[src/sv/dq_pkg.sv]
`timescale 1ns / 1ps
// ----------------------------------------------------------------------------
// Double-ended queue package
// Shared widths, operation and status codes, and the empty-end marker word.
// ----------------------------------------------------------------------------
package dq_pkg;

    localparam int unsigned DQ_DEPTH   = 16;
    localparam int unsigned WORD_W     = 32;
    localparam int unsigned MODE_W     = 2;
    localparam int unsigned STATUS_W   = 2;
    localparam int unsigned ITEM_CNT_W = 5;

    // Result payload: popped word, front word, back word and count,
    // padded with zeros up to whole bytes.
    localparam int unsigned RES_BITS   = 3 * WORD_W + ITEM_CNT_W;
    localparam int unsigned RES_DATA_W = ((RES_BITS + 7) / 8) * 8;

    // Reported at both ends when nothing is held.
    localparam logic [WORD_W-1:0] EMPTY_WORD = '1;

    typedef enum logic [MODE_W-1:0] {
        MODE_PUSH_FRONT = 2'd0,
        MODE_PUSH_BACK  = 2'd1,
        MODE_POP_FRONT  = 2'd2,
        MODE_POP_BACK   = 2'd3
    } t_mode;

    typedef enum logic [STATUS_W-1:0] {
        ST_DONE  = 2'd0,
        ST_OVER  = 2'd1,
        ST_UNDER = 2'd2
    } t_status;

endpackage

[src/sv/dq_ram.sv]
`timescale 1ns / 1ps
// ----------------------------------------------------------------------------
// Generic simple dual-port RAM
// One write port and one read port; the read data is registered.
// ----------------------------------------------------------------------------
module dq_ram #(
    parameter int unsigned WIDTH = 32,
    parameter int unsigned DEPTH = 16,
    parameter int unsigned AW    = (DEPTH > 1) ? $clog2(DEPTH) : 1
) (
    input  logic             i_clk,
    input  logic             i_we,
    input  logic [AW-1:0]    i_waddr,
    input  logic [WIDTH-1:0] i_wdata,
    input  logic             i_re,
    input  logic [AW-1:0]    i_raddr,
    output logic [WIDTH-1:0] o_rdata
);

    logic [WIDTH-1:0] r_mem [DEPTH];
    logic [WIDTH-1:0] r_rdata;

    always_ff @(posedge i_clk) begin
        if (i_we) begin
            r_mem[i_waddr] <= i_wdata;
        end
        if (i_re) begin
            r_rdata <= r_mem[i_raddr];
        end
    end

    assign o_rdata = r_rdata;

endmodule

[src/sv/double_ended_queue.sv]
`timescale 1ns / 1ps
// ----------------------------------------------------------------------------
// Double-ended queue
// A bounded deque of signed 32-bit words kept in a ring buffer in RAM.
// ----------------------------------------------------------------------------
//
//  Channel   Direction  tdata (low bit up)                      tuser
//  s_axis    in         value[31:0]                             mode[1:0]
//  m_axis    out        popped, front, back, item_count, pad    status[1:0]
//
// A push request's result is in the output register on the cycle after
// acceptance, and a new request can be taken every cycle while results are taken.
// A pop request reads the new end word from the word RAM, whose read data
// is registered, and forms its result in state S_READ; no request is taken
// meanwhile. A result that waits on m_axis blocks new requests; one enters
// on the cycle that the waiting result is taken. Reset (synchronous, active
// low) empties the deque; the RAM is not cleared.
//
module double_ended_queue
    import dq_pkg::*;
#(
    parameter int unsigned DEPTH = DQ_DEPTH
) (
    input  logic                  i_clk,
    input  logic                  i_rst_n,

    input  logic                  s_axis_tvalid,
    output logic                  s_axis_tready,
    input  logic [WORD_W-1:0]     s_axis_tdata,   // value[31:0]
    input  logic [MODE_W-1:0]     s_axis_tuser,   // mode[1:0]

    output logic                  m_axis_tvalid,
    input  logic                  m_axis_tready,
    // popped_value[31:0], front_value[63:32], back_value[95:64],
    // item_count[100:96], zero padding above
    output logic [RES_DATA_W-1:0] m_axis_tdata,
    output logic [STATUS_W-1:0]   m_axis_tuser    // status[1:0]
);

    localparam int unsigned AW = (DEPTH > 1) ? $clog2(DEPTH) : 1;
    localparam int unsigned CW = $clog2(DEPTH + 1);
    localparam logic [AW-1:0] LAST_IDX = AW'(DEPTH - 1);
    localparam logic [CW-1:0] FULL_CNT = CW'(DEPTH);

    // Two-state control: either ready for a request, or waiting on the RAM.
    typedef enum logic [1:0] {
        S_IDLE = 2'b01,
        S_READ = 2'b10
    } t_state;

    function automatic logic [AW-1:0] idx_inc(input logic [AW-1:0] x);
        return (x == LAST_IDX) ? '0 : x + AW'(1);
    endfunction

    function automatic logic [AW-1:0] idx_dec(input logic [AW-1:0] x);
        return (x == '0) ? LAST_IDX : x - AW'(1);
    endfunction

    // Control state. The tail points at the back word, so with nothing held
    // it sits one place before the head.
    t_state          r_state,  n_state;
    logic [AW-1:0]   r_head,   n_head;
    logic [AW-1:0]   r_tail,   n_tail;
    logic [CW-1:0]   r_count,  n_count;
    logic            r_out_vld, n_out_vld;

    // The end words are cached so only a pop needs a RAM read.
    logic [WORD_W-1:0] r_front_word, n_front_word;
    logic [WORD_W-1:0] r_back_word,  n_back_word;

    // Pending pop, remembered across the RAM read.
    logic              r_pend_front, n_pend_front;
    logic [WORD_W-1:0] r_pend_pop,   n_pend_pop;

    // Result register.
    t_status           r_status,    n_status;
    logic [WORD_W-1:0] r_out_pop,   n_out_pop;
    logic [WORD_W-1:0] r_out_front, n_out_front;
    logic [WORD_W-1:0] r_out_back,  n_out_back;
    logic [CW-1:0]     r_out_cnt,   n_out_cnt;

    logic              accept;
    t_mode             req_mode;
    logic              is_full;
    logic              is_empty;
    logic              ram_we;
    logic [AW-1:0]     ram_waddr;
    logic              ram_re;
    logic [AW-1:0]     ram_raddr;
    logic [WORD_W-1:0] ram_rdata;

    dq_ram #(
        .WIDTH (WORD_W),
        .DEPTH (DEPTH),
        .AW    (AW)
    ) u_word_ram (
        .i_clk   (i_clk),
        .i_we    (ram_we),
        .i_waddr (ram_waddr),
        .i_wdata (s_axis_tdata),
        .i_re    (ram_re),
        .i_raddr (ram_raddr),
        .o_rdata (ram_rdata)
    );

    // A request enters only when no pop is in flight and the result register
    // is free or being drained this cycle.
    assign s_axis_tready = (r_state == S_IDLE) && (!r_out_vld || m_axis_tready);
    assign accept        = s_axis_tvalid && s_axis_tready;
    assign req_mode      = t_mode'(s_axis_tuser);
    assign is_full       = (r_count == FULL_CNT);
    assign is_empty      = (r_count == '0);

    always_comb begin
        n_state      = r_state;
        n_head       = r_head;
        n_tail       = r_tail;
        n_count      = r_count;
        n_front_word = r_front_word;
        n_back_word  = r_back_word;
        n_pend_front = r_pend_front;
        n_pend_pop   = r_pend_pop;
        n_status     = r_status;
        n_out_pop    = r_out_pop;
        n_out_front  = r_out_front;
        n_out_back   = r_out_back;
        n_out_cnt    = r_out_cnt;
        n_out_vld    = r_out_vld && !m_axis_tready;
        ram_we       = 1'b0;
        ram_waddr    = r_tail;
        ram_re       = 1'b0;
        ram_raddr    = r_head;

        case (r_state)
            S_IDLE: begin
                if (accept) begin
                    case (req_mode)
                        MODE_PUSH_FRONT, MODE_PUSH_BACK: begin
                            n_out_vld = 1'b1;
                            n_out_pop = '0;
                            if (is_full) begin
                                n_status    = ST_OVER;
                                n_out_front = r_front_word;
                                n_out_back  = r_back_word;
                                n_out_cnt   = r_count;
                            end else begin
                                ram_we   = 1'b1;
                                n_count  = r_count + CW'(1);
                                n_status = ST_DONE;
                                if (req_mode == MODE_PUSH_FRONT) begin
                                    n_head       = idx_dec(r_head);
                                    ram_waddr    = n_head;
                                    n_front_word = s_axis_tdata;
                                    if (is_empty) begin
                                        n_back_word = s_axis_tdata;
                                    end
                                end else begin
                                    n_tail      = idx_inc(r_tail);
                                    ram_waddr   = n_tail;
                                    n_back_word = s_axis_tdata;
                                    if (is_empty) begin
                                        n_front_word = s_axis_tdata;
                                    end
                                end
                                n_out_front = n_front_word;
                                n_out_back  = n_back_word;
                                n_out_cnt   = n_count;
                            end
                        end
                        default: begin
                            if (is_empty) begin
                                n_out_vld   = 1'b1;
                                n_status    = ST_UNDER;
                                n_out_pop   = '0;
                                n_out_front = EMPTY_WORD;
                                n_out_back  = EMPTY_WORD;
                                n_out_cnt   = r_count;
                            end else begin
                                // Fetch the word that becomes the new end.
                                ram_re       = 1'b1;
                                n_count      = r_count - CW'(1);
                                n_state      = S_READ;
                                n_pend_front = (req_mode == MODE_POP_FRONT);
                                if (req_mode == MODE_POP_FRONT) begin
                                    n_pend_pop = r_front_word;
                                    n_head     = idx_inc(r_head);
                                    ram_raddr  = n_head;
                                end else begin
                                    n_pend_pop = r_back_word;
                                    n_tail     = idx_dec(r_tail);
                                    ram_raddr  = n_tail;
                                end
                            end
                        end
                    endcase
                end
            end
            S_READ: begin
                // The result register was drained when the pop was taken.
                n_state   = S_IDLE;
                n_out_vld = 1'b1;
                n_status  = ST_DONE;
                n_out_pop = r_pend_pop;
                n_out_cnt = r_count;
                if (r_pend_front) begin
                    n_front_word = ram_rdata;
                end else begin
                    n_back_word = ram_rdata;
                end
                if (r_count == '0) begin
                    n_out_front = EMPTY_WORD;
                    n_out_back  = EMPTY_WORD;
                end else begin
                    n_out_front = n_front_word;
                    n_out_back  = n_back_word;
                end
            end
            default: begin
                n_state = S_IDLE;
            end
        endcase
    end

    always_ff @(posedge i_clk) begin
        if (!i_rst_n) begin
            r_state   <= S_IDLE;
            r_head    <= '0;
            r_tail    <= LAST_IDX;
            r_count   <= '0;
            r_out_vld <= 1'b0;
        end else begin
            r_state   <= n_state;
            r_head    <= n_head;
            r_tail    <= n_tail;
            r_count   <= n_count;
            r_out_vld <= n_out_vld;
        end
    end

    always_ff @(posedge i_clk) begin
        r_front_word <= n_front_word;
        r_back_word  <= n_back_word;
        r_pend_front <= n_pend_front;
        r_pend_pop   <= n_pend_pop;
        r_status     <= n_status;
        r_out_pop    <= n_out_pop;
        r_out_front  <= n_out_front;
        r_out_back   <= n_out_back;
        r_out_cnt    <= n_out_cnt;
    end

    assign m_axis_tvalid = r_out_vld;
    assign m_axis_tuser  = r_status;
    assign m_axis_tdata  = RES_DATA_W'({ITEM_CNT_W'(r_out_cnt), r_out_back,
                                        r_out_front, r_out_pop});

endmodule

[config.mk]
export PLATFORM = sky130hd
export DESIGN_NAME = double_ended_queue
export DESIGN_NICKNAME = d
export VERILOG_FILES = /design/src/sv/dq_pkg.sv /design/src/sv/dq_ram.sv /design/src/sv/double_ended_queue.sv
export SDC_FILE = /design/constraint.sdc
export NUM_CORES = 1
export LEC_CHECK = 0
export ABC_AREA = 1
export BUFFER_PORTS_ARGS = -buffer_cell sky130_fd_sc_hd__buf_2
export CAP_MARGIN = 20
export CELL_PAD_IN_SITES_DETAIL_PLACEMENT = 1
export CELL_PAD_IN_SITES_GLOBAL_PLACEMENT = 1
export CORE_ASPECT_RATIO = 0.8
export CORE_UTILIZATION = 50
export DETAILED_ROUTE_END_ITERATION = 6
export PLACE_DENSITY_LB_ADDON = 0.1
export SETUP_SLACK_MARGIN = 0.15
export SLEW_MARGIN = 20
export SYNTH_ARGS = -nofsm -noshare
export SYNTH_HDL_FRONTEND = slang
export SYNTH_SLANG_ARGS = --single-unit
[constraint.sdc]
create_clock -name i_clk -period 10.2 [get_ports i_clk]
set_clock_uncertainty 0.05 [all_clocks]
set_input_delay 2.04 -clock i_clk [delete_from_list [all_inputs] [get_ports i_clk]]
set_output_delay 2.04 -clock i_clk [all_outputs]
set_load 0.01 [all_outputs]
==> summary.md, run 1 <==
| Metric | Value |
|---|---|
| IO Port Bufs | 142 |
| CTS Hold Bufs | 0 |
| Cell area after synthesis | 34000 sq um |
| Layout cell share with drive strength beyond 1 | approximately 10% |
| Longest Clk Path Bufs | 3 |
| Cell mode on critical path | buf_4 |
| Post-Layout Cell Count | 4190 |
| Die ar. | 69000 sq um |
| Final setup margin | 5.27 ns |
| Post-synth EDFFs | 744 |
| RD Place Congestion | 0.814 |
| Cell accounting for the most synthesized area | edfxtp_1 |
| Antenna Violating Nets Remaining | 0 |
| Setup Fix Bufs, Post-CTS | 0 |
| Data required, critical path | 10.52 ns |
| Status | complete, no violations |
| DRC Markers | 0 |
| # IOs | between 100 and 150 |
| Worst rel slew slack | 23.3% |
| Total Neg Setup Slack | 0 ns |
| FMAX | 203 MHz |
| Pwr/cell area | 255 nW/um^2 |
| Final Cell Area | 37800 sq um |
| R2R Path Start | r_state[1] |
| Asr flop ratio synth | 0% |
| CTS H-tree lvls | 3 |
| Antenna diodes | 0 |
| Psw | 3.39 mW |
| Starting Density | 50.6% |
| Combinational Power Share | 28.8% |
| Tmin final | 4.93 ns |
| Clk pin slew, worst setup/hold paths | roughly 0.060 ns |
| Placed Cells | 4051 |
| Dominant synthesized flop cell | edfxtp_1 |
| Register area share after synthesis | about two thirds |
| CORE AREA | a little under 70000 sq um |
| Total GRT Usage | 28.8% |
| DRT iter0 DRCs | 1917 |
| Cell leakage power | 15.0 nW |
| Post-DP Area | 35400 sq um |
| Largest net degree at the start of global routing | 193 |
| CTS tree | yes |
| Crit path from | m_axis_tready |
| Synth Area in Compound Gates | 6.52% |
| Hold WC Path Type | register to register |
| Die X-Extent | between 200 and 300 um |
| Nets | around 3300 |
| Critical-path cell list | buf_2 > inv_1 > nand2_1 > nand3_2 > nor2_4 > buf_4 > o211ai_2 > o21ai_4 > buf_4 > buf_4 > nand3_1 > nand3_1 > nand2_1 |
| Type of the worst setup path | input pin to register |
| Pre-CTS setup slack | 4.67 ns |
| Final hold violations | 0 |
| Maxcap violations | 0 |
| Wire length per cell | approximately 24 um |
| Period utilization | 48.4% |
| HPWL Detailed | 55300 um |
| Setup crit start kind | input pin |
| Layout area overhead | 11.3% |
| Fin. max-slew vios | 0 |
| Ranking of synthesized cells by area | edfxtp_1 66%, nand3_1 7.8%, nand2_1 5.8% |
| Global route overflow | 0 |
| PostCTS Resize Cnt | 0 |
| Via density per instance | 5.72 |
| Worst-Margin Slew | 1.15 ns |
| Vias in the first global route | 25100 |
| CP max FO | 45 |
| Mux contribution to synthesized area | 0.0295% |
| Final WL | roughly 100000 um |
| Die height | 235 um |
| Final setup violation count | 0 |
| Crit path max-delay cell type | buf_4 |
| P_int | 6.28 mW |
| Adder-Cell Fraction of Synth Area | 0.331% |
| CP endpoint kind | register |
| Hold WS | 0.452 ns |
| Clk Latency, worst-skew pair | 0.65 ns |
| Synth top area share | 65.7% |
| Post-synth cell types | 37 |
| Drt pass-1 iters | 5 |
| RSZ-0062 raised after global routing | no |
| Via count | 24000 |
| CTS Sinks | 760 |
| Max VDD drop | about 0.19 mV |
| CP max stage delay | 0.63 ns |
| # rows | 85 |
| Main combinational cell family by area after synthesis | simple AND/OR/NAND/NOR gates |
| XOR/XNOR Fraction of Synth Area | 0.309% |
| Worst hold start | r_state[1] |
| Synth warnings | 0 |
| Largest delay share family, worst path | buffers and inverters |
| Seq pwr share | 43.0% |
| Simple-Gate Fraction of Synth Area | 17.5% |
| Synth top cells by count | 744 x edfxtp_1, 531 x nand3_1, 528 x nand2_1 |
| Mapped Cells | approximately 3100 |
| Sw Ratio | 35.1% |
| Data arrival, critical path | 5.26 ns |
| Initial antenna violation count | 1 |
| Most frequent cell after synthesis | edfxtp_1 |
| Mapped Avg Cell Area | 10.8 sq um |
| Critical path buffers and inverters | 5 |
| First-pass GRT wire length | 150000 um |
| #FFs+latches synth | 760 |
| Power share of the clock group | 28.2% |
| TritonCTS buffer count | 78 |
| Clock root buffer | clkbuf_16 |
sequential cells by signal, indices dropped and copies added (netlist names), 32 cells and up:
| name | count |
|---|---|
| u_word_ram.o_rdata | 32 |
| r_pend_pop | 32 |
| r_back_word | 32 |
| r_out_front | 32 |
| r_out_back | 32 |
| u_word_ram.r_mem | 512 |
| r_front_word | 32 |
| r_out_pop | 32 |
final cells by class:
type	instances	area [sq um]
clock inverters	39	317
multi-input cells	1670	8610
inverters	521	1960
clock buffers	99	2050
well taps	913	1140
fillers	7148	29400
flip-flops and latches	760	22700
repair buffers	188	1090
placed cells by master, fill, tap and decap left out, types with 16 or more instances in the layout:
master and n:
buf_2 142, clkinv_1 19, o211ai_1 101, a21oi_1 77, edfxtp_1 744, nand3_1 531, clkbuf_1 20, inv_1 517
nor2_1 49, buf_4 43, o21ai_0 187, nand3b_1 128, clkbuf_16 79, dfxtp_1 16, nand2_1 526, nor2_4 19
worst register-to-register path: stages (launching register included):
cell	delay [ns]
dfxtp_1	0.32
inv_1	0.08
ha_1	0.40
nand3_2	0.29
nor2_4	0.42
buf_4	0.60
o211ai_2	0.22
o21ai_4	0.12
buf_4	0.63
buf_4	0.47
nand3_1	0.14
nand3_1	0.10
nand2_1	0.07
power groups by stage:
stage | clock (mW) | sequential, mW | combinational (mW)
2_1_floorplan | 0 | 4.29 | 1.76
3_3_place_gp | 0 | 4.21 | 2.63
3_5_place_dp | 0 | 4.23 | 2.75
4_1_cts | 2.76 | 4.16 | 2.78
5_1_grt | 2.86 | 4.19 | 3.06
6_report | 2.73 | 4.16 | 2.78
through the flow:
stage	power (mW)	utilization, %
after detailed placement	6.98	52.7
after CTS	9.71	56.2
final	9.67	56.3
after floorplan	6.05	-
after global routing	10.1	56.3
after global placement	6.84	52.7
cells by family (layout without fill, tap and decap cells):
family / Yosys count / after routing
and+or+nand+nor: 1262 / 1262
muxes: 1 / 1
other: 1 / 3
AOI/OAI and AO/OA: 383 / 383
buffers and inverters: 719 / 847
xor gates and xnor gates: 12 / 12
adders and majority gates: 9 / 9
DFF: 760 / 760
worst paths after layout:
path	cells past startpoint	end	slack, ns
hold reg to reg	2	r_state[1]	0.45
setup reg to reg	12	u_word_ram.o_rdata[27]	6.03
setup / recovery	13	u_word_ram.o_rdata[27]	5.27
hold / removal	2	r_state[1]	0.45
metal layers:
layer,vias to the layer above,track usage [%],wire [um]
met5,-,0,13
met4,2,9.41,2840
met3,170,3.43,4280
met2,647,49.6,49600
met1,12300,37.9,42000
li1,10900,-,-
Power figures use the tool's default switching activity.
==> inputs of run 2 (changes only) <==
--- a/config.mk
+++ b/config.mk
@@ -5,13 +5,13 @@
 export SDC_FILE = /design/constraint.sdc
 export NUM_CORES = 1
 export LEC_CHECK = 0
-export ABC_AREA = 1
+export ABC_AREA = 0
 export BUFFER_PORTS_ARGS = -buffer_cell sky130_fd_sc_hd__buf_2
 export CAP_MARGIN = 20
 export CELL_PAD_IN_SITES_DETAIL_PLACEMENT = 1
 export CELL_PAD_IN_SITES_GLOBAL_PLACEMENT = 1
 export CORE_ASPECT_RATIO = 0.8
-export CORE_UTILIZATION = 50
+export CORE_UTILIZATION = 47
 export DETAILED_ROUTE_END_ITERATION = 6
 export PLACE_DENSITY_LB_ADDON = 0.1
 export SETUP_SLACK_MARGIN = 0.15
==> constraint.sdc (replaced) <==
create_clock -name i_clk -period 4.42 [get_ports i_clk]
set_clock_uncertainty 0.05 [all_clocks]
set_input_delay 0.884 -clock i_clk [delete_from_list [all_inputs] [get_ports i_clk]]
set_output_delay 0.884 -clock i_clk [all_outputs]
set_load 0.01 [all_outputs]
==> run 2 against run 1 <==
  * Synthesized cell count is 32% lower
  * Critical path type is now register to register
  * Combinational power is 130% higher
  * Cell count is 23% lower
  * Final area is 4.6% lower
  * Total power is 130% higher
==> summary.md, run 2 <==
| Metric | Value |
|---|---|
| Status | complete, no violations (unchanged) |
| Worst-Margin Slew | 1.09 ns (was 1.15 ns) |
| Synth top cells by count | 744 x edfxtp_1, 377 x nand2_1, 292 x mux2i_1 (was 744 x edfxtp_1, 531 x nand3_1, 528 x nand2_1) |
| DRC Markers | 0 (unchanged) |
| Type of the worst setup path | register to register (was input pin to register) |
| Post-synth cell types | 63 (was 37) |
| Post-synth EDFFs | 744 (unchanged) |
| Final setup violation count | 0 (unchanged) |
| FF-to-FF setup slack | 0.37 ns (was 6.03 ns) |
| Final Cell Area | 36100 sq um (was 37800 sq um) |
| CORE AREA | 66000 sq um (was 67200 sq um) |
| Register area share after synthesis | 71.9% (was 66.7%) |
| Commonest non-fill, non-tap cell in the layout | edfxtp_1 (unchanged) |
| Fin. max-slew vios | 0 (unchanged) |
| Max reg flops | 512 (unchanged) |
| Clock root buffer | clkbuf_16 (unchanged) |
| FMAX | 247 MHz |
| Max VDD drop | 0.447 mV (was 0.191 mV) |
| Clk pin slew, worst setup/hold paths | 0.07 ns (was 0.06 ns) |
| Mapped Avg Cell Area | 14.7 sq um (was 10.8 sq um) |
| Dominant synthesized flop cell | edfxtp_1 (unchanged) |
| Post-DP Area | 33700 sq um (was 35400 sq um) |
| Hold WC Path Type | input pin to register (was register to register) |
| #FFs+latches synth | 760 (unchanged) |
| CTS Sinks | 760 (unchanged) |
| CTS tree | yes (unchanged) |
| Drt pass-1 iters | 7 (was 5) |
| Maxcap violations | 0 (unchanged) |
| Tmin final | roughly 4.0 ns |
| CP max stage delay | 0.62 ns (was 0.63 ns) |
| Cell leakage power | 13.0 nW (was 15.0 nW) |
| CP endpoint kind | register (unchanged) |
| Most frequent cells in the layout | 744 x edfxtp_1, 376 x nand2_1, 291 x mux2i_1 (was 744 x edfxtp_1, 531 x nand3_1, 526 x nand2_1) |
| CP max FO | 127 (was 45) |
| Antenna Violating Nets Remaining | 0 (unchanged) |
| RSZ-0062 raised after global routing | no (unchanged) |
| Mapped Cells | 2140 (was 3147) |
| DRT iter0 DRCs | 1424 (was 1917) |
| Pwr/cell area | 621 nW/um^2 (was 255 nW/um^2) |
| Ranking of synthesized cells by area | edfxtp_1 71%, mux2i_1 9.3%, nand2_1 4.5% (was edfxtp_1 66%, nand3_1 7.8%, nand2_1 5.8%) |
| Die ar. | 68100 sq um (was 69000 sq um) |
| Data arrival, critical path | 4.37 ns (was 5.26 ns) |
| Starting Density | 47.7% (was 50.6%) |
| Period utilization | 91.5% |
| Die X-Extent | 291 um (was 293 um) |
| Layout fillers | 6270 (was 7148) |
| Longest Clk Path Bufs | 3 (unchanged) |
| TritonCTS buffer count | 78 (unchanged) |
| First-pass GRT wire length | 124000 um (was 150000 um) |
| Total Neg Setup Slack | 0 ns (unchanged) |
| IO Port Bufs | 142 (unchanged) |
| Setup Fix Bufs, Post-CTS | 0 (unchanged) |
| RD Place Congestion | 0.802 (was 0.814) |
| Via count | 18800 (was 24000) |
| Die height | 234 um (was 235 um) |
| Final WL | 83000 um (was 98700 um) |
| Cell accounting for the most synthesized area | edfxtp_1 (unchanged) |
| Nets | 2337 (was 3266) |
| Clk Latency, worst-skew pair | 0.63 ns (was 0.65 ns) |
| Most frequent cell after synthesis | edfxtp_1 (unchanged) |
| # IOs | 146 (unchanged) |
| Critical-path cell list | inv_1 > ha_1 > nor4b_4 > or4_4 > inv_4 > o21ai_2 > nand2_4 > buf_12 > mux2i_1 > o22a_1 > o211ai_2 (was buf_2 > inv_1 > nand2_1 > nand3_2 > nor2_4 > buf_4 > o211ai_2 > o21ai_4 > buf_4 > buf_4 > nand3_1 > nand3_1 > nand2_1) |
| Asr flop ratio synth | 0% (unchanged) |
| Layout cell share with drive strength beyond 1 | 15.9% (was 10.0%) |
| PostCTS Resize Cnt | 0 (unchanged) |
| Cell area after synthesis | 31500 sq um (was 34000 sq um) |
| HPWL Detailed | 49600 um (was 55300 um) |
| Crit path max-delay cell type | or4_4 (was buf_4) |
| Wire length per cell | 25.9 um (was 23.6 um) |
| Vias in the first global route | 19300 (was 25100) |
| Via density per instance | 5.85 (was 5.72) |
| Register name with the most flops | u_word_ram.r_mem (unchanged) |
| Setup crit start kind | register (was input pin) |
| Largest net degree at the start of global routing | 128 (was 193) |
| Global route overflow | 0 (unchanged) |
| Worst rel slew slack | 27.5% (was 23.3%) |
| Final hold violations | 0 (unchanged) |
| Initial antenna violation count | 1 (unchanged) |
| CTS Hold Bufs | 0 (unchanged) |
| Layout area overhead | 14.6% (was 11.3%) |
| Synth warnings | 0 (unchanged) |
| Data required, critical path | 4.75 ns (was 10.52 ns) |
| Synth top area share | 70.9% (was 65.7%) |
| Total GRT Usage | 24.5% (was 28.8%) |
| # rows | 84 (was 85) |
| CTS H-tree lvls | 3 (unchanged) |
-- run 2: cell types whose count changed after synthesis, sizes merged, moves of 35 or more --
cell	previous run	this run
nand3b	128	1
o211ai	102	33
nand3	533	70
inv	521	15
nand2b	0	65
buf	128	62
and2	0	35
mux2i	1	292
o21ai	194	14
nand2	532	377
-- run 2: final timing paths --
path | from | end | cells after the start
max | r_count[0] | u_word_ram.o_rdata[28] | 11
min | i_rst_n | r_tail[3] | 2
max reg2reg | r_count[0] | u_word_ram.o_rdata[28] | 11
min reg2reg | r_state[0] | r_state[0] | 1
-- run 2: stage by stage --
stage | total power, mW | hold slack, ns | setup WS, ns | std cells | utilization, %
after floorplan | 13.7 | 0.401 | 0.297 | 2142 | -
after global placement | 16.0 | 0.417 | 0.512 | 3070 | 51.1
after detailed placement | 16.2 | 0.460 | 0.459 | 3070 | 51.1
after CTS | 22.6 | 0.420 | 0.477 | 3208 | 54.7
after global routing | 23.4 | 0.456 | 0.194 | 3208 | 54.7
final | 22.4 | 0.453 | 0.374 | 3210 | 54.7
-- run 2: cell type report --
cell class / instances / area [sq um] / area share, %
Clock buffer: 97 / 2020 / 5.60
Tap cell: 860 / 1080 / 2.98
Inverter: 16 / 62.6 / 0.173
Clock inverter: 41 / 384 / 1.06
Multi-Input combinational cell: 1232 / 8450 / 23.4
Antenna cell: 2 / 5.00 / 0.0139
Sequential cell: 760 / 22700 / 62.8
Timing Repair Buffer: 202 / 1450 / 4.01
-- run 2: kinds of logic after synthesis --
| logic type | Yosys count | synth area share (%) |
|---|---|---|
| and+or+nand+nor | 644 | 9.30 |
| other | 1 | 0.0119 |
| buffers and inverters | 150 | 2.11 |
| muxes | 294 | 9.35 |
| AOI/OAI and AO/OA | 273 | 6.68 |
| DFF | 760 | 71.9 |
| xor gates and xnor gates | 9 | 0.250 |
| adders and majority gates | 9 | 0.357 |
-- run 2: per-layer routing --
layer	routed length (um)	vias to the layer above	share of wire [%]	GRT usage (%)
met5	11	-	0.013	0
li1	-	8387	-	-
met3	5180	107	6.2	4.45
met1	40200	9781	48	37.2
met4	1470	2	1.8	5.79
met2	36200	511	44	36.6
-- run 2: worst max-delay path: cells and delay by family, from the launching register on --
kind / cells / cell delay (ns)
AOI/OAI and AO/OA: 3 / 0.50
muxes: 1 / 0.45
buffers and inverters: 3 / 0.85
adders and majority gates: 1 / 0.29
and+or+nand+nor: 3 / 0.96
DFF: 1 / 0.47
-- run 2: power breakdown --
part           internal (mW)  switching, mW  leakage, nW
sequential              9.25          0.423         6.88
clock                   3.56           2.77         1.16
combinational           2.24           4.16         4.92
